$ cat src/design/ranked_record_bank_selector_top_defines.svh
// Assertion macros for the top file, which checks its own logic.
`ifndef RANKED_RECORD_BANK_SELECTOR_TOP_DEFINES_SVH
`define RANKED_RECORD_BANK_SELECTOR_TOP_DEFINES_SVH

// Same-cycle implication under the active-low reset.
`define RRBS_ASSERT_IMPL(lbl, clk, rstn, ante, cons, msg) \
  lbl: assert property (@(posedge clk) disable iff (!rstn) (ante) |-> (cons)) \
    else $error(msg);

// Next-cycle implication under the active-low reset.
`define RRBS_ASSERT_NEXT(lbl, clk, rstn, ante, cons, msg) \
  lbl: assert property (@(posedge clk) disable iff (!rstn) (ante) |=> (cons)) \
    else $error(msg);

`endif

$ cat src/design/rrbs_pkg.sv
`timescale 1ns / 1ps
`default_nettype none

package rrbs_pkg;

  localparam int unsigned FIT_W  = 17;
  localparam int unsigned FRAC_W = 16;
  localparam int unsigned EXCL_W = 5;
  localparam int unsigned CNT_W  = 5;
  localparam int unsigned OUT_W  = 4;

  localparam logic [FIT_W-1:0] FIT_ONE   = 17'h10000;
  localparam logic [FIT_W-1:0] FIT_RESET = 17'd1;

  typedef enum logic [1:0] {
    ACT_STORE      = 2'd0,
    ACT_ROULETTE   = 2'd1,
    ACT_TOURNAMENT = 2'd2,
    ACT_RANK       = 2'd3
  } action_e;

  typedef enum logic [4:0] {
    ST_IDLE,
    ST_SCAN,
    ST_SH_INIT,
    ST_SH_RD,
    ST_SH_WR,
    ST_ST_WR,
    ST_SUM,
    ST_MULA,
    ST_TGTA,
    ST_TGTB,
    ST_WALK,
    ST_FALLBK,
    ST_RMUL,
    ST_RFIX,
    ST_RREAD,
    ST_RSLOT,
    ST_DONE
  } state_e;

  typedef struct packed {
    logic load;
    logic idx_clr;
    logic issue;
    logic scan_en;
    logic sh_init;
    logic sh_read;
    logic sh_write;
    logic st_write;
    logic sum_en;
    logic mul;
    logic mul_sel_b;
    logic mul_rank;
    logic tgt_load;
    logic tgt_min;
    logic walk_en;
    logic fallback;
    logic rfix;
    logic res_read;
    logic res_slot;
    logic out_load;
  } dp_cmd_t;

  typedef struct packed {
    action_e action;
    logic    last_live;
    logic    hit;
    logic    sh_done;
    logic    out_busy;
  } dp_status_t;

endpackage

`default_nettype wire

$ cat src/design/rrbs_in_if.sv
`timescale 1ns / 1ps
`default_nettype none

interface rrbs_in_if;
  logic                          valid;
  logic                          ready;
  rrbs_pkg::action_e             action;
  logic [rrbs_pkg::FIT_W-1:0]    new_fitness;
  logic [rrbs_pkg::FRAC_W-1:0]   rand_a;
  logic [rrbs_pkg::FRAC_W-1:0]   rand_b;
  logic [rrbs_pkg::EXCL_W-1:0]   exclude_rank;
  logic [rrbs_pkg::CNT_W-1:0]    draw_count;

  modport source (
    output valid, action, new_fitness, rand_a, rand_b, exclude_rank, draw_count,
    input  ready
  );
  modport sink (
    input  valid, action, new_fitness, rand_a, rand_b, exclude_rank, draw_count,
    output ready
  );
endinterface

`default_nettype wire

$ cat src/design/rrbs_out_if.sv
`timescale 1ns / 1ps
`default_nettype none

interface rrbs_out_if;
  logic                        valid;
  logic                        ready;
  logic [rrbs_pkg::OUT_W-1:0]  picked_rank;
  logic [rrbs_pkg::OUT_W-1:0]  picked_slot;

  modport source (
    output valid, picked_rank, picked_slot,
    input  ready
  );
  modport sink (
    input  valid, picked_rank, picked_slot,
    output ready
  );
endinterface

`default_nettype wire

$ cat src/design/rrbs_ctrl.sv
`timescale 1ns / 1ps
`default_nettype none

module rrbs_ctrl (
  input  logic                 clk_i,
  input  logic                 rst_ni,
  input  logic                 in_valid_i,
  input  rrbs_pkg::action_e    in_action_i,
  output logic                 in_ready_o,
  input  rrbs_pkg::dp_status_t status_i,
  output rrbs_pkg::dp_cmd_t    cmd_o
);
  import rrbs_pkg::*;

  state_e state_q, state_d;

  always_ff @(posedge clk_i or negedge rst_ni) begin
    if (!rst_ni) begin
      state_q <= ST_IDLE;
    end else begin
      state_q <= state_d;
    end
  end

  always_comb begin
    state_d    = state_q;
    cmd_o      = '0;
    in_ready_o = 1'b0;
    case (state_q)
      ST_IDLE: begin
        in_ready_o = 1'b1;
        if (in_valid_i) begin
          cmd_o.load    = 1'b1;
          cmd_o.idx_clr = 1'b1;
          case (in_action_i)
            ACT_STORE:      state_d = ST_SCAN;
            ACT_ROULETTE:   state_d = ST_SUM;
            ACT_TOURNAMENT: state_d = ST_SUM;
            ACT_RANK:       state_d = ST_RMUL;
            default:        state_d = ST_IDLE;
          endcase
        end
      end
      ST_SCAN: begin
        cmd_o.issue   = 1'b1;
        cmd_o.scan_en = 1'b1;
        if (status_i.last_live) begin
          state_d = ST_SH_INIT;
        end
      end
      ST_SH_INIT: begin
        cmd_o.sh_init = 1'b1;
        state_d       = ST_SH_RD;
      end
      ST_SH_RD: begin
        if (status_i.sh_done) begin
          state_d = ST_ST_WR;
        end else begin
          cmd_o.sh_read = 1'b1;
          state_d       = ST_SH_WR;
        end
      end
      ST_SH_WR: begin
        cmd_o.sh_write = 1'b1;
        state_d        = ST_SH_RD;
      end
      ST_ST_WR: begin
        cmd_o.st_write = 1'b1;
        state_d        = ST_DONE;
      end
      ST_SUM: begin
        cmd_o.issue  = 1'b1;
        cmd_o.sum_en = 1'b1;
        if (status_i.last_live) begin
          state_d = ST_MULA;
        end
      end
      ST_MULA: begin
        cmd_o.mul = 1'b1;
        state_d   = ST_TGTA;
      end
      ST_TGTA: begin
        cmd_o.tgt_load = 1'b1;
        cmd_o.idx_clr  = 1'b1;
        if (status_i.action == ACT_TOURNAMENT) begin
          cmd_o.mul       = 1'b1;
          cmd_o.mul_sel_b = 1'b1;
          state_d         = ST_TGTB;
        end else begin
          state_d = ST_WALK;
        end
      end
      ST_TGTB: begin
        cmd_o.tgt_min = 1'b1;
        state_d       = ST_WALK;
      end
      ST_WALK: begin
        cmd_o.issue   = 1'b1;
        cmd_o.walk_en = 1'b1;
        if (status_i.hit) begin
          state_d = ST_DONE;
        end else if (status_i.last_live) begin
          state_d = ST_FALLBK;
        end
      end
      ST_FALLBK: begin
        cmd_o.fallback = 1'b1;
        state_d        = ST_RREAD;
      end
      ST_RMUL: begin
        cmd_o.mul      = 1'b1;
        cmd_o.mul_rank = 1'b1;
        state_d        = ST_RFIX;
      end
      ST_RFIX: begin
        cmd_o.rfix = 1'b1;
        state_d    = ST_RREAD;
      end
      ST_RREAD: begin
        cmd_o.res_read = 1'b1;
        state_d        = ST_RSLOT;
      end
      ST_RSLOT: begin
        cmd_o.res_slot = 1'b1;
        state_d        = ST_DONE;
      end
      ST_DONE: begin
        if (!status_i.out_busy) begin
          cmd_o.out_load = 1'b1;
          state_d        = ST_IDLE;
        end
      end
      default: begin
        state_d = ST_IDLE;
      end
    endcase
  end

endmodule

`default_nettype wire

$ cat src/design/rrbs_dp.sv
`timescale 1ns / 1ps
`default_nettype none

module rrbs_dp #(
  parameter int unsigned RECORDS = 16
) (
  input  logic                          clk_i,
  input  logic                          rst_ni,
  input  rrbs_pkg::action_e             action_i,
  input  logic [rrbs_pkg::FIT_W-1:0]    new_fitness_i,
  input  logic [rrbs_pkg::FRAC_W-1:0]   rand_a_i,
  input  logic [rrbs_pkg::FRAC_W-1:0]   rand_b_i,
  input  logic [rrbs_pkg::EXCL_W-1:0]   exclude_rank_i,
  input  logic [rrbs_pkg::CNT_W-1:0]    draw_count_i,
  output logic                          out_valid_o,
  input  logic                          out_ready_i,
  output logic [rrbs_pkg::OUT_W-1:0]    picked_rank_o,
  output logic [rrbs_pkg::OUT_W-1:0]    picked_slot_o,
  input  rrbs_pkg::dp_cmd_t             cmd_i,
  output rrbs_pkg::dp_status_t          status_o
);
  import rrbs_pkg::*;

  localparam int unsigned SW = $clog2(RECORDS);
  localparam int unsigned CW = $clog2(RECORDS + 1);
  localparam int unsigned TW = FIT_W + SW;
  localparam int unsigned PW = TW + FRAC_W;
  localparam logic [SW-1:0] LAST = SW'(RECORDS - 1);

  typedef struct packed {
    logic [SW-1:0]    slot;
    logic [FIT_W-1:0] fit;
  } row_t;

  row_t              mem [RECORDS];
  logic [RECORDS-1:0] valid_q;

  action_e           action_q;
  logic [FIT_W-1:0]  fit_q;
  logic [FRAC_W-1:0] ra_q;
  logic [FRAC_W-1:0] rb_q;
  logic              ex_ok_q;
  logic [SW-1:0]     ex_rank_q;
  logic [CW-1:0]     n_q;

  logic [CW-1:0]     idx_q;
  logic              rd_live_q;
  logic              rd_vld_q;
  logic [SW-1:0]     rd_addr_q;
  row_t              rd_row_q;

  logic [TW-1:0]     total_q;
  logic [TW-1:0]     acc_q;
  logic [PW-1:0]     prod_q;
  logic [PW-1:0]     target_q;

  logic [CW-1:0]     ins_q;
  logic [SW-1:0]     del_q;
  logic [SW-1:0]     sh_q;
  logic [SW-1:0]     pos_q;
  logic [SW-1:0]     wslot_q;

  logic [SW-1:0]     res_rank_q;
  logic [SW-1:0]     res_slot_q;
  logic              out_valid_q;
  logic [OUT_W-1:0]  out_rank_q;
  logic [OUT_W-1:0]  out_slot_q;

  logic [FIT_W-1:0]  fit_sat;
  logic              ex_ok;
  logic [CW-1:0]     n_clamp;
  logic              rd_en;
  logic [SW-1:0]     rd_addr;
  logic              up;
  logic [SW-1:0]     src;
  logic [FIT_W-1:0]  rd_fit;
  logic [SW-1:0]     rd_slot;
  logic              rd_excl;
  logic              counted;
  logic [TW-1:0]     acc_next;
  logic              hit;
  logic              ex_lt_n;
  logic              rk_skip;
  logic [CW-1:0]     multi;
  logic [TW-1:0]     mul_op;
  logic [FRAC_W-1:0] frac;
  logic [SW-1:0]     p_raw;
  logic [SW-1:0]     p_adj;
  logic              wr_en;
  logic [SW-1:0]     wr_addr;
  row_t              wr_row;

  always_comb begin
    fit_sat = (new_fitness_i > FIT_ONE) ? FIT_ONE : new_fitness_i;
    ex_ok   = 32'(exclude_rank_i) < RECORDS;
    if (draw_count_i == '0) begin
      n_clamp = CW'(1);
    end else if (32'(draw_count_i) > RECORDS) begin
      n_clamp = CW'(RECORDS);
    end else begin
      n_clamp = CW'(draw_count_i);
    end
  end

  always_comb begin
    up  = ins_q <= CW'(del_q);
    src = up ? (sh_q - SW'(1)) : (sh_q + SW'(1));
    if (cmd_i.issue) begin
      rd_en = 32'(idx_q) < RECORDS;
    end else begin
      rd_en = cmd_i.sh_read | cmd_i.res_read;
    end
    if (cmd_i.sh_read) begin
      rd_addr = src;
    end else if (cmd_i.res_read) begin
      rd_addr = res_rank_q;
    end else begin
      rd_addr = idx_q[SW-1:0];
    end
  end

  always_comb begin
    rd_fit   = rd_vld_q ? rd_row_q.fit : FIT_RESET;
    rd_slot  = rd_vld_q ? rd_row_q.slot : rd_addr_q;
    rd_excl  = ex_ok_q && (rd_addr_q == ex_rank_q);
    counted  = rd_live_q && !rd_excl;
    acc_next = acc_q + TW'(rd_fit);
    hit      = cmd_i.walk_en && counted && ({acc_next, {FRAC_W{1'b0}}} >= target_q);
  end

  always_comb begin
    ex_lt_n = ex_ok_q && (CW'(ex_rank_q) < n_q);
    rk_skip = ex_lt_n && (n_q > CW'(1));
    multi   = rk_skip ? (n_q - CW'(1)) : n_q;
    mul_op  = cmd_i.mul_rank ? TW'(multi) : total_q;
    frac    = cmd_i.mul_sel_b ? rb_q : ra_q;
    p_raw   = prod_q[FRAC_W +: SW];
    p_adj   = (rk_skip && (p_raw >= ex_rank_q)) ? (p_raw + SW'(1)) : p_raw;
  end

  always_comb begin
    wr_en   = cmd_i.sh_write | cmd_i.st_write;
    wr_addr = cmd_i.sh_write ? sh_q : pos_q;
    if (cmd_i.sh_write) begin
      wr_row.slot = rd_slot;
      wr_row.fit  = rd_fit;
    end else begin
      wr_row.slot = wslot_q;
      wr_row.fit  = fit_q;
    end
  end

  always_ff @(posedge clk_i) begin
    if (wr_en) begin
      mem[wr_addr] <= wr_row;
    end
    if (rd_en) begin
      rd_row_q <= mem[rd_addr];
    end
  end

  always_ff @(posedge clk_i or negedge rst_ni) begin
    if (!rst_ni) begin
      valid_q     <= '0;
      idx_q       <= '0;
      rd_live_q   <= 1'b0;
      rd_vld_q    <= 1'b0;
      wslot_q     <= '0;
      out_valid_q <= 1'b0;
    end else begin
      rd_live_q <= rd_en;
      rd_vld_q  <= valid_q[rd_addr];
      if (wr_en) begin
        valid_q[wr_addr] <= 1'b1;
      end
      if (cmd_i.idx_clr) begin
        idx_q <= '0;
      end else if (cmd_i.issue && (32'(idx_q) < RECORDS)) begin
        idx_q <= idx_q + CW'(1);
      end
      if (cmd_i.st_write) begin
        wslot_q <= (wslot_q == LAST) ? '0 : (wslot_q + SW'(1));
      end
      if (cmd_i.out_load) begin
        out_valid_q <= 1'b1;
      end else if (out_ready_i) begin
        out_valid_q <= 1'b0;
      end
    end
  end

  always_ff @(posedge clk_i) begin
    rd_addr_q <= rd_addr;
    if (cmd_i.load) begin
      action_q  <= action_i;
      fit_q     <= fit_sat;
      ra_q      <= rand_a_i;
      rb_q      <= rand_b_i;
      ex_ok_q   <= ex_ok;
      ex_rank_q <= SW'(exclude_rank_i);
      n_q       <= n_clamp;
      total_q   <= '0;
      ins_q     <= '0;
      del_q     <= '0;
    end else begin
      if (cmd_i.sum_en && counted) begin
        total_q <= total_q + TW'(rd_fit);
      end
      if (cmd_i.scan_en && rd_live_q) begin
        if (rd_fit > fit_q) begin
          ins_q <= CW'(rd_addr_q) + CW'(1);
        end
        if (rd_slot == wslot_q) begin
          del_q <= rd_addr_q;
        end
      end
    end
    if (cmd_i.idx_clr) begin
      acc_q <= '0;
    end else if (cmd_i.walk_en && counted) begin
      acc_q <= acc_next;
    end
    if (cmd_i.mul) begin
      prod_q <= mul_op * frac;
    end
    if (cmd_i.tgt_load) begin
      target_q <= prod_q;
    end else if (cmd_i.tgt_min) begin
      target_q <= (prod_q < target_q) ? prod_q : target_q;
    end
    if (cmd_i.sh_init) begin
      sh_q  <= del_q;
      pos_q <= up ? SW'(ins_q) : SW'(ins_q - CW'(1));
    end else if (cmd_i.sh_write) begin
      sh_q <= src;
    end
    if (hit) begin
      res_rank_q <= rd_addr_q;
      res_slot_q <= rd_slot;
    end else if (cmd_i.fallback) begin
      res_rank_q <= LAST;
    end else if (cmd_i.rfix) begin
      res_rank_q <= p_adj;
    end else if (cmd_i.res_slot) begin
      res_slot_q <= rd_slot;
    end else if (cmd_i.st_write) begin
      res_rank_q <= pos_q;
      res_slot_q <= wslot_q;
    end
    if (cmd_i.out_load) begin
      out_rank_q <= OUT_W'(res_rank_q);
      out_slot_q <= OUT_W'(res_slot_q);
    end
  end

  assign status_o.action    = action_q;
  assign status_o.last_live = rd_live_q && (rd_addr_q == LAST);
  assign status_o.hit       = hit;
  assign status_o.sh_done   = sh_q == pos_q;
  assign status_o.out_busy  = out_valid_q && !out_ready_i;

  assign out_valid_o   = out_valid_q;
  assign picked_rank_o = out_rank_q;
  assign picked_slot_o = out_slot_q;

endmodule

`default_nettype wire

$ cat src/design/ranked_record_bank_selector_top.sv
`timescale 1ns / 1ps
`default_nettype none
`include "ranked_record_bank_selector_top_defines.svh"

// Ranked fitness bank with roulette, tournament and rank selection. The block
// holds RECORDS records in one rank-ordered memory (slot and fitness per rank)
// with a single read and a single write port, and takes one transaction at a
// time. All walks stream that read port, one rank a cycle. A roulette or
// tournament pick makes one total pass and one running-sum walk that stops
// at the first hit. A store scans the bank, then moves each record between
// its old and new place by one rank. A finished result waits in an output
// register, and the next transaction is taken while it waits.
module ranked_record_bank_selector_top #(
  parameter int unsigned RECORDS = 16
) (
  input  logic        clk_i,
  input  logic        rst_ni,
  rrbs_in_if.sink     in_i,
  rrbs_out_if.source  out_o
);
  import rrbs_pkg::*;

  dp_cmd_t    cmd;
  dp_status_t status;
  logic       in_ready;

  rrbs_ctrl u_ctrl (
    .clk_i       (clk_i),
    .rst_ni      (rst_ni),
    .in_valid_i  (in_i.valid),
    .in_action_i (in_i.action),
    .in_ready_o  (in_ready),
    .status_i    (status),
    .cmd_o       (cmd)
  );

  rrbs_dp #(
    .RECORDS (RECORDS)
  ) u_dp (
    .clk_i          (clk_i),
    .rst_ni         (rst_ni),
    .action_i       (in_i.action),
    .new_fitness_i  (in_i.new_fitness),
    .rand_a_i       (in_i.rand_a),
    .rand_b_i       (in_i.rand_b),
    .exclude_rank_i (in_i.exclude_rank),
    .draw_count_i   (in_i.draw_count),
    .out_valid_o    (out_o.valid),
    .out_ready_i    (out_o.ready),
    .picked_rank_o  (out_o.picked_rank),
    .picked_slot_o  (out_o.picked_slot),
    .cmd_i          (cmd),
    .status_o       (status)
  );

  assign in_i.ready = in_ready;

  `RRBS_ASSERT_NEXT(a_busy_after_accept, clk_i, rst_ni, in_i.valid && in_i.ready, !in_i.ready, "ready stayed high after a transaction was accepted")
  `RRBS_ASSERT_IMPL(a_result_after_busy, clk_i, rst_ni, $rose(out_o.valid), $past(!in_i.ready), "result appeared without a transaction in progress")
  `RRBS_ASSERT_IMPL(a_rank_in_range, clk_i, rst_ni, out_o.valid, (RECORDS > 16) || (32'(out_o.picked_rank) < RECORDS), "picked rank beyond the bank")

endmodule

`default_nettype wire
$ cat src/flat_wrapper.sv
// flat-port wrapper written by rule: the top's interface ports become plain ports
module ranked_record_bank_selector_top_flat import rrbs_pkg::*;
#(
  parameter int unsigned RECORDS = 16
)
  (clk_i, rst_ni, in_i_valid, in_i_action, in_i_new_fitness, in_i_rand_a, in_i_rand_b, in_i_exclude_rank, in_i_draw_count, in_i_ready, out_o_valid, out_o_picked_rank, out_o_picked_slot, out_o_ready);
  rrbs_in_if in_i_i ();
  rrbs_out_if out_o_i ();
  input  logic clk_i;
  input  logic rst_ni;
  input wire logic [$bits(in_i_i.valid)-1:0] in_i_valid;
  input wire logic [$bits(in_i_i.action)-1:0] in_i_action;
  input wire logic [$bits(in_i_i.new_fitness)-1:0] in_i_new_fitness;
  input wire logic [$bits(in_i_i.rand_a)-1:0] in_i_rand_a;
  input wire logic [$bits(in_i_i.rand_b)-1:0] in_i_rand_b;
  input wire logic [$bits(in_i_i.exclude_rank)-1:0] in_i_exclude_rank;
  input wire logic [$bits(in_i_i.draw_count)-1:0] in_i_draw_count;
  output wire logic [$bits(in_i_i.ready)-1:0] in_i_ready;
  output wire logic [$bits(out_o_i.valid)-1:0] out_o_valid;
  output wire logic [$bits(out_o_i.picked_rank)-1:0] out_o_picked_rank;
  output wire logic [$bits(out_o_i.picked_slot)-1:0] out_o_picked_slot;
  input wire logic [$bits(out_o_i.ready)-1:0] out_o_ready;
  assign in_i_i.valid = in_i_valid;
  assign in_i_i.action = in_i_action;
  assign in_i_i.new_fitness = in_i_new_fitness;
  assign in_i_i.rand_a = in_i_rand_a;
  assign in_i_i.rand_b = in_i_rand_b;
  assign in_i_i.exclude_rank = in_i_exclude_rank;
  assign in_i_i.draw_count = in_i_draw_count;
  assign in_i_ready = in_i_i.ready;
  assign out_o_valid = out_o_i.valid;
  assign out_o_picked_rank = out_o_i.picked_rank;
  assign out_o_picked_slot = out_o_i.picked_slot;
  assign out_o_i.ready = out_o_ready;
  ranked_record_bank_selector_top #(.RECORDS(RECORDS)) u_core (.clk_i(clk_i), .rst_ni(rst_ni), .in_i(in_i_i), .out_o(out_o_i));
endmodule
$ cat config.mk
export PLATFORM = sky130hd
export DESIGN_NAME = ranked_record_bank_selector_top_flat
export DESIGN_NICKNAME = d
export VERILOG_FILES = /design/src/design/rrbs_pkg.sv /design/src/design/rrbs_in_if.sv /design/src/design/rrbs_out_if.sv /design/src/design/rrbs_ctrl.sv /design/src/design/rrbs_dp.sv /design/src/design/ranked_record_bank_selector_top.sv /design/src/flat_wrapper.sv
export VERILOG_INCLUDE_DIRS = /design/src /design/src/design
export SDC_FILE = /design/constraint.sdc
export NUM_CORES = 2
export LEC_CHECK = 0
export BUFFER_PORTS_ARGS = -buffer_cell sky130_fd_sc_hd__buf_2
export CAP_MARGIN = 30
export CELL_PAD_IN_SITES_DETAIL_PLACEMENT = 0
export CELL_PAD_IN_SITES_GLOBAL_PLACEMENT = 1
export CORE_MARGIN = 2
export CORE_UTILIZATION = 40
export DETAILED_ROUTE_END_ITERATION = 12
export GPL_TIMING_DRIVEN = 0
export PLACE_DENSITY_LB_ADDON = 0.2
export SLEW_MARGIN = 20
export SYNTH_ARGS = -nofsm -noshare
export SYNTH_HDL_FRONTEND = slang
export SYNTH_SLANG_ARGS = --single-unit
$ cat constraint.sdc
create_clock -name clk_i -period 9.25 [get_ports clk_i]
set_input_delay 0.4625 -clock clk_i [delete_from_list [all_inputs] [get_ports clk_i]]
set_output_delay 0.4625 -clock clk_i [all_outputs]
set_load 0.01 [all_outputs]
======== After elaboration in Yosys (flattened, before gate mapping) ========
Memory sizes are Yosys's and may differ from the RTL's. A register that Yosys moved wholly into a read port is not among the register bits.
Cells that the tools add are included.
Widths: inputs -> output; s select.
storage, ports and cells
  flip-flop bits (word level) ............. 247
  RAM bits ................................ 336
  logic and storage cells ................. 203
  memories kept ........................... 1
operators by class
  add/subtract/negate cells ............... 10
  multipliers ............................. 1
  magnitude comparators ................... 14
  equality and inequality tests ........... 33
  mux-type cells .......................... 75
  bitwise operators ....................... 3
  reductions and logical operators ........ 38
memories
  memory           words  width  read ports  clocked after memory_dff  wr ports  line           source
  u_core.u_dp.mem  16     21     1           1                         1         rrbs_dp.sv:35  row_t mem [RECORDS];
operators with widths
  cell                  count
  $mux 37               3
  $mux 4                20
  $pmux 5 s14           1
  $mux 5                10
  $add 21x17->21        2
  $mux 21               2
  $eq 5x4->1 const B    8
  $ge 37x37->1          1
  $lt 37x37->1          1
  $mul 21x16->37        1
  $mux 1                29
  $eq 5x3->1 const B    4
  $gt 17x17->1          1
  $gt 17x17->1 const B  1
  $mux 17               1
  $mux 16               1
  $or 16x16->16         1
  $pmux 5 s3            1
  $logic_and 1x1->1     13
  $add 4x1->4 const B   3
  $eq 4x4->1            3
  $reduce_or 2->1       6
  $eq 5x2->1 const B    2
  $logic_not 5->1       2
  35 further kinds      57

======== Longest topological paths before layout ========
  depth in word-level cells ............... 8
  gate-level depth with buffers ........... 32
  depth with buffers taken out ............ 30

======== Cells and area by module ========
A second synthesis with hierarchy kept.
unflattened totals
  cells, all modules ...................... 3184
  area total of the unflattened synthesis .. 38325.5 µm²
modules (own cells, without submodules)
  module     instances  cells each  area each (µm²)
  rrbs_dp    1          3084        37664.9
  rrbs_ctrl  1          100         660.6

======== Worst setup path after synthesis ========
No wires, ideal clock.
  path kind ............................... reg2reg
  from .................................... register u_core.u_ctrl.state_q[4]
  to ...................................... register u_core.u_dp.prod_q[29] (data pin)
  arrival time ............................ 7.211 ns
  required time ........................... 8.990 ns
  setup slack ............................. 1.779 ns
  cell stages (with the launch flop) ...... 27
  buffers on the path ..................... 3
  clock period less this slack ............ 7.471 ns
  cell sequence ........................... dfrtp_1 -> clkbuf_1 -> nor2_1 -> nand2_1 -> nor3_1 -> nand2_1 -> clkbuf_1 -> clkbuf_1 -> mux2i_1 -> nor2_1 -> fa_1 -> fa_1 -> ha_1 -> fa_1 -> inv_1 -> fa_1 -> fa_1 -> inv_1 -> ha_1 -> and3_1 -> a221oi_1 -> a211oi_1 -> o21ai_0 -> nand3_1 -> a221o_1 -> a21oi_1 -> xnor2_1
between the ends
  longest elaborated chain between the ends .. 4
  elaborated cells on any way between the ends .. 7
  those cells by class .................... mul: 1; eq/ne: 2; mux: 4
RTL lines
  element                                    line                            source
  start: declaration                         rrbs_ctrl.sv:15                 state_e state_q, state_d;
  start signal: assignment                   rrbs_ctrl.sv:21                 state_q <= state_d;
  $eq 5x4->1                                 rrbs_ctrl.sv:29                 case (state_q)
  $mux 1                                     rrbs_ctrl.sv:29
  $mux 21 / $mux 16 (equally long branches)  rrbs_dp.sv:135, rrbs_dp.sv:136
  $mul 21x16->37 (*)                         rrbs_dp.sv:224                  prod_q <= mul_op * frac;
  end signal: assignment                     rrbs_dp.sv:224
  end: declaration                           rrbs_dp.sv:54                   logic [PW-1:0] prod_q;
Mark *: on every way between the ends. The rest lies on a longest branch, timed or not.
A chain may end at the register's enable or synchronous reset.

======== Final worst setup path ========
  from .................................... register u_core.u_ctrl.state_q[4]
  to ...................................... register u_core.u_dp.prod_q[36] (data pin)
Same word-level chain as after synthesis.

==> flow_summary.json <==
{
  "crit_path_frequent_cell": "fa_1",
  "routabilityCongestion": 0.9118,
  "slowest_delay_ns": 0.60,
  "finalInstanceArea_um2": 44090,
  "drt-pass1-iter-count": 6,
  "relSlewSlack": 0.2984,
  "cts_tree": "done",
  "synth_seq_area_share": 0.4526,
  "critPathKind": "flip-flop to flip-flop",
  "status": "finished, final reports clean",
  "die_x_um": 314.2,
  "fmax_ghz": 0.1129,
  "synth_edf_count": 516,
  "hold_violations": 0,
  "vias": 25553,
  "vias_per_cell": 5.366,
  "pre_cts_ws_ns": -0.7800,
  "core_um2": 95150,
  "rsz0062_at_grt": "yes",
  "rows": 113,
  "ys_seq_elements": 604,
  "wl_per_cell_um": 23.24,
  "crit_fanout": 10,
  "cp_slowest_cell": "fa_1",
  "clock_latency_ns": 0.63,
  "ctsLongestPathBuffers": 3,
  "drc": 0,
  "powerDensity_nw_per_um2": 386.3,
  "cts.sinks": 604,
  "seq_area_um2": 17420,
  "num_io_pins": 75,
  "timing.final.ws_setup_ns": 0.3963,
  "first_global_vias": 26286,
  "start_util": 0.4045,
  "synth_nets": 3802,
  "antenna_left": 0,
  "arrival_ns": 9.21,
  "post_synth.cell_area_avg_um2": 11.92,
  "period_needed_ns": 8.854,
  "maxCapViolCount": 0,
  "p_leak_nw": 18.08,
  "cts_made_buffers": 70,
  "holdPathStages": 1,
  "grt_pass1_wl_um": 166300,
  "nets": 4012,
  "grt_overflow": 0,
  "dieHeight_um": 314.2,
  "synth_cells": 3229,
  "setup_viol_count_final": 0,
  "grt_usage": 0.2267,
  "ir_worst_vdd_mv": 0.4173,
  "place_area_um2": 41200,
  "totalWireLength_um": 110700,
  "clkTransAtPathRegs_ns": 0.06,
  "drt_iter0_markers": 2335,
  "rr_worst_depth": 29,
  "hpwl_um": 84890,
  "syn2layout_area_growth_pct": 14.56,
  "antenna_found_initial": 2,
  "multi_input_area_um2": 19290,
  "die_area_um2": 98720,
  "fillCellCount": 8612,
  "worst_setup_path_end_kind": "flip-flop",
  "cp.required_ns": 9.61,
  "htreeDepth": 3,
  "ys.warnings.count": 0,
  "diodes": 0,
  "clock-root-buffer": "clkbuf_16",
  "fin_crit_sh": 0.9572,
  "grt_max_degree": 37,
  "port_buffers": 74,
  "ys_types": 81,
  "netlist_area_um2": 38490,
  "slew_violations": 0,
  "critPathLaunchType": "flip-flop",
  "finalClockSkew_ns": 0.02529,
  "ys.flop_type": "edfxtp_1",
  "hold_path.class": "primary input to flip-flop",
  "drive_above_1_share": 0.1370,
  "worstMarginPinSlew_ns": 1.043,
  "async_reset_ff_frac": 0.05464
}
[flip-flops by register name, summed over array words and instances, names as in the netlist, 17 cells and up]
name                  flops
u_core.u_dp.mem         336
u_core.u_dp.target_q     37
u_core.u_dp.prod_q       37
u_core.u_dp.rd_row_q     21
u_core.u_dp.total_q      21
u_core.u_dp.acc_q        21
u_core.u_dp.fit_q        17
[through the flow]
| step | total power [mW] | hold WS (ns) | instances | util | setup TNS [ns] |
|---|---|---|---|---|---|
| after CTS | 17.00 | 0.02350 | 4762 | 0.4626 | 0 |
| after detailed placement | 14.02 | 0.4066 | 4596 | 0.4330 | -5.801 |
| after floorplan | 10.71 | 0.1669 | 3229 | - | 0 |
| final | 17.03 | 0.06480 | 4762 | 0.4634 | 0 |
| after global placement | 13.77 | 0.4054 | 4568 | 0.4250 | -18.80 |
| after global routing | 18.26 | 0.03712 | 4762 | 0.4634 | -0.00002398 |
[area by class of cell]
cell class                 count  share of cell area
clock buffer                  86             0.04228
multi-input combinational   2104              0.4374
buffer                       116             0.01237
inverter                     401             0.03414
clock inverter                44             0.01217
tap                         1265             0.03590
timing repair buffer         142             0.03059
sequential                   604              0.3951
[cells in the mapped netlist (all sizes together), types with 25 or more instances]
| master | n | share of area |
|---|---|---|
| mux4 | 44 | 0.026 |
| dfxtp | 55 | 0.029 |
| nand3 | 35 | 0.0046 |
| a21o | 65 | 0.013 |
| edfxtp | 516 | 0.40 |
| xnor2 | 59 | 0.013 |
| mux2 | 116 | 0.034 |
| clkbuf | 86 | 0.0085 |
| dfrtp | 33 | 0.021 |
| nand2 | 356 | 0.035 |
| nor3 | 25 | 0.0033 |
| a21oi | 102 | 0.013 |
| fa | 267 | 0.14 |
| o21ai | 63 | 0.0082 |
| buf | 34 | 0.0053 |
| mux2i | 122 | 0.032 |
| nor2 | 227 | 0.022 |
| nor2b | 30 | 0.0049 |
| xor2 | 31 | 0.0071 |
| and2 | 45 | 0.0073 |
| ha | 241 | 0.078 |
| inv | 401 | 0.039 |
[where the power goes]
group	switching, mW	internal [mW]	total [mW]
sequential	0.313	3.91	4.22
clock	1.17	1.71	2.88
combinational	6.14	3.79	9.93
[cell usage in the layout (no fill, tap or decap), types with 19 or more instances in the layout]
cell / Yosys / layout
nor2b_1: 30 / 30
dfxtp_1: 55 / 55
xnor2_1: 59 / 59
o21ai_0: 60 / 55
nor2_1: 227 / 211
buf_2: 16 / 94
a21oi_1: 102 / 101
mux2_2: 116 / 116
and2_1: 44 / 44
nand2_1: 356 / 354
xor2_1: 31 / 31
edfxtp_1: 516 / 516
fa_1: 267 / 267
inv_1: 400 / 400
nor3_1: 25 / 24
mux2i_1: 121 / 108
mux4_2: 44 / 44
clkbuf_1: 85 / 79
a222oi_1: 22 / 22
nand4_1: 19 / 19
dlygate4sd3_1: 0 / 37
nand2b_1: 20 / 20
clkbuf_16: 0 / 72
ha_1: 241 / 241
a21o_1: 65 / 65
nand3_1: 35 / 35
dfrtp_1: 33 / 33
[layer usage]
| layer | global-route usage | up-vias | share of wire |
|---|---|---|---|
| li1 | - | 11645 | - |
| met1 | 0.3346 | 12942 | 0.47 |
| met2 | 0.3466 | 822 | 0.44 |
| met3 | 0.03557 | 142 | 0.064 |
| met4 | 0.06253 | 2 | 0.025 |
| met5 | 0 | - | 0.000090 |
[logic make-up after synthesis]
family                   Yosys count  synth area share
AND/OR/NAND/NOR                  842           0.09827
flip-flops                       604            0.4526
buffers and inverters            521           0.05289
adder cells (fa/ha/maj)          508            0.2172
AO/OA/AOI/OAI                    382           0.06680
multiplexers                     282           0.09173
XOR/XNOR                          90           0.02048
[critical path, delay by kind of cell, from the launching register on]
kind                     cells  cell delay (ns)
multiplexers                 1             0.36
buffers and inverters        8             1.79
XOR/XNOR                     1             0.11
flip-flops                   1             0.39
AND/OR/NAND/NOR              7             1.24
adder cells (fa/ha/maj)      7             3.46
AO/OA/AOI/OAI                5             1.17
[worst paths after layout]
kind                                            from                           end  slack, ns
setup / recovery            u_core.u_ctrl.state_q[4]        u_core.u_dp.prod_q[36]       0.40
hold / removal                        in_i_action[1]       u_core.u_dp.action_q[1]       0.06
setup reg to reg            u_core.u_ctrl.state_q[4]        u_core.u_dp.prod_q[36]       0.40
hold reg to reg            u_core.u_dp.res_slot_q[2]  u_core.u_dp.picked_slot_o[2]       0.42
max in group asynchronous                     rst_ni          u_core.u_dp.idx_q[4]       8.22
min in group asynchronous                     rst_ni        u_core.u_dp.valid_q[6]       0.49
[repair_timing]
item,4_1_cts,5_1_grt
endpoints found under the setup margin,18,11
resized for setup,15,34
hold buffers,37,0
buffers inserted,0,2
hold endpoints to repair,69,0
Note: power is estimated with default switching activity, not from simulation.
